File: src/rtl/assert_macros.svh
// Assertion helpers for the RTL files that check themselves.
// Each macro samples on the rising clock edge and is quiet during reset.
`ifndef ASSERT_MACROS_SVH
`define ASSERT_MACROS_SVH

// The property must hold at every sampled edge.
`define QPHT_ASSERT(label, prop, msg) \
   label: assert property (@(posedge clock) disable iff (reset) prop) \
      else $error(msg);

// The expression must never be true at a sampled edge.
`define QPHT_ASSERT_NEVER(label, expr, msg) \
   `QPHT_ASSERT(label, !(expr), msg)

`endif

File: src/rtl/qpht_pkg.sv
`default_nettype none

package qpht_pkg;

   // Table geometry. The slot count is a power of two, so the home slot is
   // the low key bits and every probe position wraps for free.
   localparam int SLOT_W   = 6;
   localparam int CAPACITY = 1 << SLOT_W;
   localparam int CNT_W    = SLOT_W + 1;

   // Fixed field widths of the request and response channels.
   localparam int KEY_W     = 31;
   localparam int KIND_W    = 2;
   localparam int STATUS_W  = 2;
   localparam int SLOT_OUT_W = 6;

   // Request kinds. The fourth code is unused and answers "not found".
   localparam logic [KIND_W-1:0] KIND_INSERT = 2'd0;
   localparam logic [KIND_W-1:0] KIND_SEARCH = 2'd1;
   localparam logic [KIND_W-1:0] KIND_REMOVE = 2'd2;

   // Response status codes.
   localparam logic [STATUS_W-1:0] STAT_OK        = 2'd0;
   localparam logic [STATUS_W-1:0] STAT_NOT_FOUND = 2'd1;
   localparam logic [STATUS_W-1:0] STAT_FULL      = 2'd2;

   // Control sequencer states.
   typedef enum logic [1:0] {
      ST_IDLE,
      ST_READ,
      ST_CHECK,
      ST_HOLD
   } state_type;

   typedef logic [SLOT_W-1:0] slot_type;

   // Map a table index onto the six-bit slot field.
   function automatic logic [SLOT_OUT_W-1:0] slot_field(input slot_type p);
      logic [31:0] wide;
      wide = 32'(p);
      return wide[SLOT_OUT_W-1:0];
   endfunction

endpackage

`default_nettype wire

File: src/rtl/qpht_ifs.sv
`default_nettype none

// Request channel: kind and key.
interface qpht_req_if
   import qpht_pkg::*;
   ();
   logic              valid;
   logic              ready;
   logic [KIND_W-1:0] kind;
   logic [KEY_W-1:0]  key;

   modport source (output valid, output kind, output key, input ready);
   modport sink   (input valid, input kind, input key, output ready);
endinterface

// Response channel: status and slot.
interface qpht_rsp_if
   import qpht_pkg::*;
   ();
   logic                  valid;
   logic                  ready;
   logic [STATUS_W-1:0]   status;
   logic [SLOT_OUT_W-1:0] slot;

   modport source (output valid, output status, output slot, input ready);
   modport sink   (input valid, input status, input slot, output ready);
endinterface

`default_nettype wire

File: src/rtl/quadratic_probe_hash_table_core.sv
//  channel    direction  payload              handshake
//  req_chan   in         kind[1:0] key[30:0]  valid/ready
//  rsp_chan   out        status[1:0] slot[5:0] valid/ready
//
//  A request visits k slots, 1 <= k <= 64; each visit is a key RAM read
//  in the read state, then the compare and update in the check state.
//  Reset is synchronous and clears the used and deleted flags; the key
//  RAM is not cleared. A new request is taken while the previous
//  response waits in the output register; a stalled response holds the
//  sequencer in its hold state once the next result is ready.
`default_nettype none
`include "assert_macros.svh"

module quadratic_probe_hash_table_core
   import qpht_pkg::*;
(
   input  wire logic   clock,
   input  wire logic   reset,
   qpht_req_if.sink    req_chan,
   qpht_rsp_if.source  rsp_chan
);

   // sequencer
   state_type state_ff, state_in;

   // request being worked on
   logic [KIND_W-1:0] kind_ff, kind_in;
   logic [KEY_W-1:0]  key_ff, key_in;

   // probe walker: position, odd step to next square, probes done
   slot_type         pos_ff, pos_in;
   slot_type         step_ff, step_in;
   logic [CNT_W-1:0] cnt_ff, cnt_in;

   // slot flags, cleared by reset
   logic [CAPACITY-1:0] used_ff, used_in;
   logic [CAPACITY-1:0] del_ff, del_in;
   logic                used_rd_ff, used_rd_in;
   logic                del_rd_ff, del_rd_in;

   // key RAM port
   logic [KEY_W-1:0] rd_key;
   logic             key_rd_en;
   logic             ins_we;
   logic             rem_we;

   // result of the current probe
   logic                res_done;
   logic [STATUS_W-1:0] res_status;
   logic                last_probe;

   // pending result while the output register is full
   logic [STATUS_W-1:0]   pend_status_ff, pend_status_in;
   logic [SLOT_OUT_W-1:0] pend_slot_ff, pend_slot_in;

   // output register
   logic                  rsp_valid_ff, rsp_valid_in;
   logic [STATUS_W-1:0]   rsp_status_ff, rsp_status_in;
   logic [SLOT_OUT_W-1:0] rsp_slot_ff, rsp_slot_in;
   logic                  out_free;
   logic                  req_take;

   assign out_free = !rsp_valid_ff || rsp_chan.ready;
   assign req_take = req_chan.valid && req_chan.ready;

   qpht_key_ram #(
      .DEPTH (CAPACITY),
      .WIDTH (KEY_W)
   ) u_key_ram (
      .clock   (clock),
      .wr_en   (ins_we),
      .wr_addr (pos_ff),
      .wr_data (key_ff),
      .rd_en   (key_rd_en),
      .rd_addr (pos_ff),
      .rd_data (rd_key)
   );

   // probe decision, valid in the check state
   assign last_probe = (cnt_ff == CNT_W'(CAPACITY - 1));

   always_comb begin
      res_done   = 1'b0;
      res_status = STAT_NOT_FOUND;
      ins_we     = 1'b0;
      rem_we     = 1'b0;
      if (state_ff == ST_CHECK) begin
         case (kind_ff) inside
            KIND_INSERT: begin
               if (!used_rd_ff || del_rd_ff) begin
                  res_done   = 1'b1;
                  res_status = STAT_OK;
                  ins_we     = 1'b1;
               end else if (last_probe) begin
                  res_done   = 1'b1;
                  res_status = STAT_FULL;
               end
            end
            KIND_SEARCH, KIND_REMOVE: begin
               if (!used_rd_ff) begin
                  res_done = 1'b1;
               end else if (!del_rd_ff && (rd_key == key_ff)) begin
                  res_done   = 1'b1;
                  res_status = STAT_OK;
                  rem_we     = (kind_ff == KIND_REMOVE);
               end else if (last_probe) begin
                  res_done = 1'b1;
               end
            end
            default: begin
               res_done = 1'b1;
            end
         endcase
      end
   end

   // next state
   always_comb begin
      state_in = state_ff;
      unique case (state_ff)
         ST_IDLE:  if (req_take) state_in = ST_READ;
         ST_READ:  state_in = ST_CHECK;
         ST_CHECK: begin
            if (!res_done)     state_in = ST_READ;
            else if (out_free) state_in = ST_IDLE;
            else               state_in = ST_HOLD;
         end
         ST_HOLD:  if (out_free) state_in = ST_IDLE;
         default:  state_in = ST_IDLE;
      endcase
   end

   // state outputs
   always_comb begin
      req_chan.ready = 1'b0;
      key_rd_en      = 1'b0;
      unique case (state_ff)
         ST_IDLE:  req_chan.ready = 1'b1;
         ST_READ:  key_rd_en = 1'b1;
         ST_CHECK: ;
         ST_HOLD:  ;
         default:  ;
      endcase
   end

   // request capture and probe walk
   always_comb begin
      kind_in    = kind_ff;
      key_in     = key_ff;
      pos_in     = pos_ff;
      step_in    = step_ff;
      cnt_in     = cnt_ff;
      used_rd_in = used_rd_ff;
      del_rd_in  = del_rd_ff;
      if (req_take) begin
         kind_in = req_chan.kind;
         key_in  = req_chan.key;
         pos_in  = req_chan.key[SLOT_W-1:0];
         step_in = SLOT_W'(1);
         cnt_in  = '0;
      end
      if (state_ff == ST_READ) begin
         used_rd_in = used_ff[pos_ff];
         del_rd_in  = del_ff[pos_ff];
      end
      if (state_ff == ST_CHECK && !res_done) begin
         pos_in  = pos_ff + step_ff;
         step_in = step_ff + SLOT_W'(2);
         cnt_in  = cnt_ff + CNT_W'(1);
      end
   end

   // flag updates
   always_comb begin
      used_in = used_ff;
      del_in  = del_ff;
      if (ins_we) begin
         used_in[pos_ff] = 1'b1;
         del_in[pos_ff]  = 1'b0;
      end
      if (rem_we) begin
         del_in[pos_ff] = 1'b1;
      end
   end

   // output register and pending result
   always_comb begin
      rsp_valid_in   = rsp_valid_ff;
      rsp_status_in  = rsp_status_ff;
      rsp_slot_in    = rsp_slot_ff;
      pend_status_in = pend_status_ff;
      pend_slot_in   = pend_slot_ff;
      if (rsp_valid_ff && rsp_chan.ready) begin
         rsp_valid_in = 1'b0;
      end
      if (res_done) begin
         pend_status_in = res_status;
         pend_slot_in   = (res_status == STAT_OK) ? slot_field(pos_ff) : '0;
         if (out_free) begin
            rsp_valid_in  = 1'b1;
            rsp_status_in = pend_status_in;
            rsp_slot_in   = pend_slot_in;
         end
      end
      if (state_ff == ST_HOLD && out_free) begin
         rsp_valid_in  = 1'b1;
         rsp_status_in = pend_status_ff;
         rsp_slot_in   = pend_slot_ff;
      end
   end

   // control registers
   always_ff @(posedge clock) begin
      if (reset) begin
         state_ff     <= ST_IDLE;
         used_ff      <= '0;
         del_ff       <= '0;
         rsp_valid_ff <= 1'b0;
      end else begin
         state_ff     <= state_in;
         used_ff      <= used_in;
         del_ff       <= del_in;
         rsp_valid_ff <= rsp_valid_in;
      end
   end

   // payload registers
   always_ff @(posedge clock) begin
      kind_ff        <= kind_in;
      key_ff         <= key_in;
      pos_ff         <= pos_in;
      step_ff        <= step_in;
      cnt_ff         <= cnt_in;
      used_rd_ff     <= used_rd_in;
      del_rd_ff      <= del_rd_in;
      pend_status_ff <= pend_status_in;
      pend_slot_ff   <= pend_slot_in;
      rsp_status_ff  <= rsp_status_in;
      rsp_slot_ff    <= rsp_slot_in;
   end

   assign rsp_chan.valid  = rsp_valid_ff;
   assign rsp_chan.status = rsp_status_ff;
   assign rsp_chan.slot   = rsp_slot_ff;

   // checks
   `QPHT_ASSERT(a_slot_zero_on_fail,
      (rsp_chan.valid && rsp_chan.status != STAT_OK) |-> (rsp_chan.slot == '0),
      "nonzero slot on a failed response")
   `QPHT_ASSERT(a_accept_starts_read, req_take |=> (state_ff == ST_READ),
      "accepted request did not start a probe")
   `QPHT_ASSERT_NEVER(a_probe_overrun,
      (state_ff == ST_CHECK) && (cnt_ff >= CNT_W'(CAPACITY)),
      "probe count passed the table size")
   `QPHT_ASSERT_NEVER(a_hold_with_free_out,
      (state_ff == ST_HOLD) && $past(state_ff == ST_CHECK) && $past(out_free),
      "result parked although the output register was free")

endmodule

`default_nettype wire

File: src/rtl/qpht_key_ram.sv
`default_nettype none

// Simple dual-port RAM: one write port, one read port, registered read data.
module qpht_key_ram #(
   parameter int DEPTH = 64,
   parameter int WIDTH = 31,
   localparam int AW   = $clog2(DEPTH)
) (
   input  wire logic             clock,
   input  wire logic             wr_en,
   input  wire logic [AW-1:0]    wr_addr,
   input  wire logic [WIDTH-1:0] wr_data,
   input  wire logic             rd_en,
   input  wire logic [AW-1:0]    rd_addr,
   output logic      [WIDTH-1:0] rd_data
);

   logic [WIDTH-1:0] mem [DEPTH];
   logic [WIDTH-1:0] rd_data_ff;

   always_ff @(posedge clock) begin
      if (wr_en) begin
         mem[wr_addr] <= wr_data;
      end
   end

   always_ff @(posedge clock) begin
      if (rd_en) begin
         rd_data_ff <= mem[rd_addr];
      end
   end

   assign rd_data = rd_data_ff;

endmodule

`default_nettype wire

File: src/flat_wrapper.sv
// flat-port wrapper written by rule: the top's interface ports become plain ports
module quadratic_probe_hash_table_core_flat import qpht_pkg::*;
  (clock, reset, req_chan_valid, req_chan_kind, req_chan_key, req_chan_ready, rsp_chan_valid, rsp_chan_status, rsp_chan_slot, rsp_chan_ready);
  qpht_req_if req_chan_i ();
  qpht_rsp_if rsp_chan_i ();
  input  wire logic clock;
  input  wire logic reset;
  input wire logic [$bits(req_chan_i.valid)-1:0] req_chan_valid;
  input wire logic [$bits(req_chan_i.kind)-1:0] req_chan_kind;
  input wire logic [$bits(req_chan_i.key)-1:0] req_chan_key;
  output wire logic [$bits(req_chan_i.ready)-1:0] req_chan_ready;
  output wire logic [$bits(rsp_chan_i.valid)-1:0] rsp_chan_valid;
  output wire logic [$bits(rsp_chan_i.status)-1:0] rsp_chan_status;
  output wire logic [$bits(rsp_chan_i.slot)-1:0] rsp_chan_slot;
  input wire logic [$bits(rsp_chan_i.ready)-1:0] rsp_chan_ready;
  assign req_chan_i.valid = req_chan_valid;
  assign req_chan_i.kind = req_chan_kind;
  assign req_chan_i.key = req_chan_key;
  assign req_chan_ready = req_chan_i.ready;
  assign rsp_chan_valid = rsp_chan_i.valid;
  assign rsp_chan_status = rsp_chan_i.status;
  assign rsp_chan_slot = rsp_chan_i.slot;
  assign rsp_chan_i.ready = rsp_chan_ready;
  quadratic_probe_hash_table_core u_core (.clock(clock), .reset(reset), .req_chan(req_chan_i), .rsp_chan(rsp_chan_i));
endmodule
File: config.mk
export PLATFORM = sky130hd
export DESIGN_NAME = quadratic_probe_hash_table_core_flat
export DESIGN_NICKNAME = d
export VERILOG_FILES = /design/src/rtl/qpht_pkg.sv /design/src/rtl/qpht_ifs.sv /design/src/rtl/quadratic_probe_hash_table_core.sv /design/src/rtl/qpht_key_ram.sv /design/src/flat_wrapper.sv
export VERILOG_INCLUDE_DIRS = /design/src /design/src/rtl
export SDC_FILE = /design/constraint.sdc
export NUM_CORES = 2
export LEC_CHECK = 0
export BUFFER_PORTS_ARGS = -buffer_cell sky130_fd_sc_hd__buf_2
export CORE_ASPECT_RATIO = 1.5
export CORE_MARGIN = 3
export CORE_UTILIZATION = 31
export CTS_BUF_LIST = sky130_fd_sc_hd__clkbuf_4 sky130_fd_sc_hd__clkbuf_8
export CTS_CLUSTER_SIZE = 24
export DETAILED_ROUTE_END_ITERATION = 10
export GPL_TIMING_DRIVEN = 0
export HOLD_SLACK_MARGIN = 0.1
export SETUP_SLACK_MARGIN = 0.4
export SLEW_MARGIN = 5
export SYNTH_ARGS = -nofsm -noshare
export SYNTH_HDL_FRONTEND = slang
export SYNTH_HIERARCHICAL = 1
export SYNTH_SLANG_ARGS = --single-unit
File: constraint.sdc
create_clock -name clock -period 12 [get_ports clock]
set_clock_uncertainty 0.1 [all_clocks]
set_input_delay 1.8 -clock clock [delete_from_list [all_inputs] [get_ports clock]]
set_output_delay 1.8 -clock clock [all_outputs]
set_load 0.05 [all_outputs]
==> flow_metrics.tcl <==
set metrics [dict create \
    status "complete, but fails checks" \
    failed_checks "max-capacitance violations, max-slew violations" \
    critical_path.max_fanout 13 \
    num_io_pins 47 \
    finalCritPeriodShare_pct 44.27 \
    power_per_cell_area_nw_per_um2 155.2 \
    average_detailed_routed_wire_length_per_instance_um 27.42 \
    power_leakage_nw 32.19 \
    hold_buffers 0 \
    syn_inst 4321 \
    gp_congestion 0.9294 \
    synth.top_cells.by_area "sky130_fd_sc_hd__edfxtp_1, sky130_fd_sc_hd__mux4_2, sky130_fd_sc_hd__mux2i_1" \
    worst-endpoint-required_ps 12560 \
    clock-root-buffer "sky130_fd_sc_hd__clkbuf_8" \
    max_clock_freq_mhz 188.3 \
    relSlewSlack_pct -7.333 \
    timing.setup.critical_path_class "flip-flop to flip-flop" \
    grt_overflow_total 0 \
    flow.area_growth_from_synthesis_pct 17.99 \
    mostFrequentLayoutCell "sky130_fd_sc_hd__edfxtp_1" \
    final.fill_count 24940 \
    drtPass1Iterations 6 \
    clkLatencyLatePin_ps 940 \
    p_switching_mw 3.673 \
    post_cts.resized_instances 0 \
    cell_area_synth_sq_um 85550 \
    async_reset_ff_share_pct 0 \
    via_count 45030 \
    initial_utilization_pct 31.25 \
    report.final.setup_viol 0 \
    fp-row-count 235 \
    die_area_sq_um 282400 \
    synthDistinctLibCells 58 \
    most-common-layout-cells "sky130_fd_sc_hd__edfxtp_1, sky130_fd_sc_hd__mux4_2, sky130_fd_sc_hd__clkbuf_8" \
    synth_warn 6 \
    post_cts_buffers 0 \
    power.switching_fraction_pct 23.44 \
    fp.dieH_um 649.4 \
    grt_antenna_before_repair 23 \
    share_seq_of_total_power_pct 54.7 \
    report.final.hold_viol_count 0 \
    cts.reportedPaths.clkPinSlew_ps 70 \
    period_minus_slack_ps 5312 \
    area_share_of_the_largest_cell_type_after_synthesis_pct 73.15 \
    io_buffer_count 46 \
    power.ir.vdd_worst_uv 119.9 \
    finalInstanceArea_sq_um 100900 \
    fin_setup_tns_ps 0 \
    detailed_place_hpwl_um 167700 \
    detail_route.vias_per_cell 5.125 \
    synth.yosys.seq_area_share_pct 76.21 \
    die-width_um 434.9 \
    cp_data_arrival_time_ps 5870 \
    first_global_vias 46660 \
    worst-slew-pin-transition_ps 1593 \
    grt_usage_pct 16.60 \
    cts_tree "done" \
    grt_max_degree 34 \
    comb_power_share_pct 7.8 \
    antenna_violating_nets_post_route 0 \
    drc 0 \
    numClockSinks 2215 \
    start_kind "flip-flop" \
    clk_path_buf_depth 4 \
    synth-main-ff-cell "sky130_fd_sc_hd__edfxtp_1" \
    layout-drive-gt1-share_pct 26.49 \
    wl_um 240900 \
    ff_latch_count_synth 2215 \
    postSynthAreaPerCell_sq_um 19.80 \
    timing_max_transition_violations_final 9 \
    min_path_type "flip-flop to flip-flop" \
    synth_top_area_cell "sky130_fd_sc_hd__edfxtp_1" \
    pwr-share-clk_pct 37.5 \
    drtIter0Drc 4673 \
    cts-htree-levels 5 \
    number_of_flops_mapped_to_enable_cells_by_yosys 2084 \
    cts_inserted_buffers 316 \
    core_region_area_sq_um 273700 \
    design.final.nets 4888 \
    grt_pass1_wl_um 340500 \
    area_after_dpl_sq_um 94760 \
    drv.max_cap_violation_count 3 \
    rsz0062_at_grt "no" \
    synth_fp_nets 4367 \
    end_kind "flip-flop" \
    power.internal_mw 11.99 \
]
## flip-flops by register name, summed over array words and instances, names as in the netlist, 6 cells and up
name                      cells
u_core/cnt_ff                 7
u_core/del_ff                64
u_core/key_ff                31
u_core/pend_slot_ff           6
u_core/pos_ff                 6
u_core/rsp_chan.slot          6
u_core/u_key_ram/mem       1984
u_core/u_key_ram/rd_data     31
u_core/used_ff               64
## per-stage QoR
stage / total power [mW] / util [%] / setup slack, ps / hold slack (ps) / std cells
3_3_place_gp: 9.841 / 33.02 / 5168 / 343.7 / 8040
5_1_grt: 16.15 / 36.87 / 6748 / 376.4 / 8780
3_5_place_dp: 9.963 / 34.62 / 6796 / 350.2 / 8197
4_1_cts: 15.80 / 36.85 / 6782 / 360.2 / 8758
2_1_floorplan: 9.353 / - / 8013 / 331.3 / 4321
6_report: 15.67 / 36.88 / 6688 / 359.8 / 8787
## power groups by stage
stage	sequential, mW	clock, mW	combinational, mW
4_1_cts	8.57	6.00	1.23
3_3_place_gp	8.88	0	0.959
6_report	8.57	5.87	1.23
3_5_place_dp	8.73	0	1.23
5_1_grt	8.57	6.32	1.27
2_1_floorplan	8.76	0	0.592
## final cells by class
type | count | area [sq um] | share of cell area [%]
Antenna cell | 29 | 72.57 | 0.07189
Buffer | 266 | 1241 | 1.230
Clock buffer | 428 | 5278 | 5.228
Clock inverter | 133 | 834.6 | 0.8268
Inverter | 12 | 45.04 | 0.04462
Multi-Input combinational cell | 1828 | 19560 | 19.37
Sequential cell | 2215 | 65200 | 64.59
Tap cell | 3673 | 4596 | 4.553
Timing Repair Buffer | 203 | 4118 | 4.079
## cells by family after synthesis
kind of cell | count (synthesis) | synth area share [%]
and+or+nand+nor | 479 | 2.754
xor gates and xnor gates | 42 | 0.4300
muxes | 744 | 14.84
adders and majority gates | 9 | 0.1404
DFF | 2215 | 76.21
AOI/OAI and AO/OA | 554 | 4.118
buffers and inverters | 278 | 1.503
## cell usage after synthesis, types with 4 or more instances
cell type,count
sky130_fd_sc_hd__mux2i_1,301
sky130_fd_sc_hd__nand2b_1,8
sky130_fd_sc_hd__xnor2_1,36
sky130_fd_sc_hd__edfxtp_1,2084
sky130_fd_sc_hd__a311oi_1,4
sky130_fd_sc_hd__a31oi_1,53
sky130_fd_sc_hd__buf_1,20
sky130_fd_sc_hd__nand3_1,77
sky130_fd_sc_hd__a21oi_1,81
sky130_fd_sc_hd__a211oi_1,5
sky130_fd_sc_hd__clkbuf_1,122
sky130_fd_sc_hd__a21o_1,29
sky130_fd_sc_hd__or2_2,5
sky130_fd_sc_hd__buf_4,25
sky130_fd_sc_hd__xor2_1,6
sky130_fd_sc_hd__ha_1,8
sky130_fd_sc_hd__o22ai_1,89
sky130_fd_sc_hd__nand2_1,96
sky130_fd_sc_hd__nor3_1,12
sky130_fd_sc_hd__o21ai_1,16
sky130_fd_sc_hd__mux4_2,417
sky130_fd_sc_hd__nand4_1,9
sky130_fd_sc_hd__a22oi_1,110
sky130_fd_sc_hd__dfxtp_1,131
sky130_fd_sc_hd__and3_1,41
sky130_fd_sc_hd__nor2_1,169
sky130_fd_sc_hd__a22o_1,9
sky130_fd_sc_hd__buf_6,4
sky130_fd_sc_hd__buf_2,95
sky130_fd_sc_hd__inv_1,11
sky130_fd_sc_hd__o21ai_0,106
sky130_fd_sc_hd__nor2b_1,17
sky130_fd_sc_hd__a221oi_1,18
sky130_fd_sc_hd__nand3b_1,6
sky130_fd_sc_hd__o31ai_1,26
sky130_fd_sc_hd__mux2_2,26
sky130_fd_sc_hd__and2_1,14
sky130_fd_sc_hd__nand4_4,4
## routing by layer
layer	wire length (um)	track usage [%]	vias up	share of wire, %
met3	13210	2.197	527	5.5
met4	15690	9.985	0	6.5
li1	-	-	18880	-
met1	82350	17.97	23810	34
met2	129600	30.68	1823	54
met5	0	0	-	0
## critical path: stages (launching register included)
cell	delay (ps)
sky130_fd_sc_hd__edfxtp_1	850
sky130_fd_sc_hd__buf_2	450
sky130_fd_sc_hd__buf_6	280
sky130_fd_sc_hd__buf_2	460
sky130_fd_sc_hd__buf_2	510
sky130_fd_sc_hd__nand3b_1	630
sky130_fd_sc_hd__clkbuf_1	460
sky130_fd_sc_hd__o22ai_1	550
sky130_fd_sc_hd__o31ai_1	390
sky130_fd_sc_hd__and3_1	300
## path summary, 6_finish.rpt
path                                startpoint                                endpoint  slack [ps]  depth (start not counted)
setup reg to reg    u_core/pos_ff[0]$_DFFE_PP_  u_core/u_key_ram/rd_data[12]$_DFFE_PP_        6690                          9
hold / removal    u_core/del_ff[51]$_SDFF_PP0_            u_core/del_ff[51]$_SDFF_PP0_         360                          2
hold reg to reg   u_core/del_ff[51]$_SDFF_PP0_            u_core/del_ff[51]$_SDFF_PP0_         360                          2
setup / recovery    u_core/pos_ff[0]$_DFFE_PP_  u_core/u_key_ram/rd_data[12]$_DFFE_PP_        6690                          9
(Power assumes the default switching activity.)
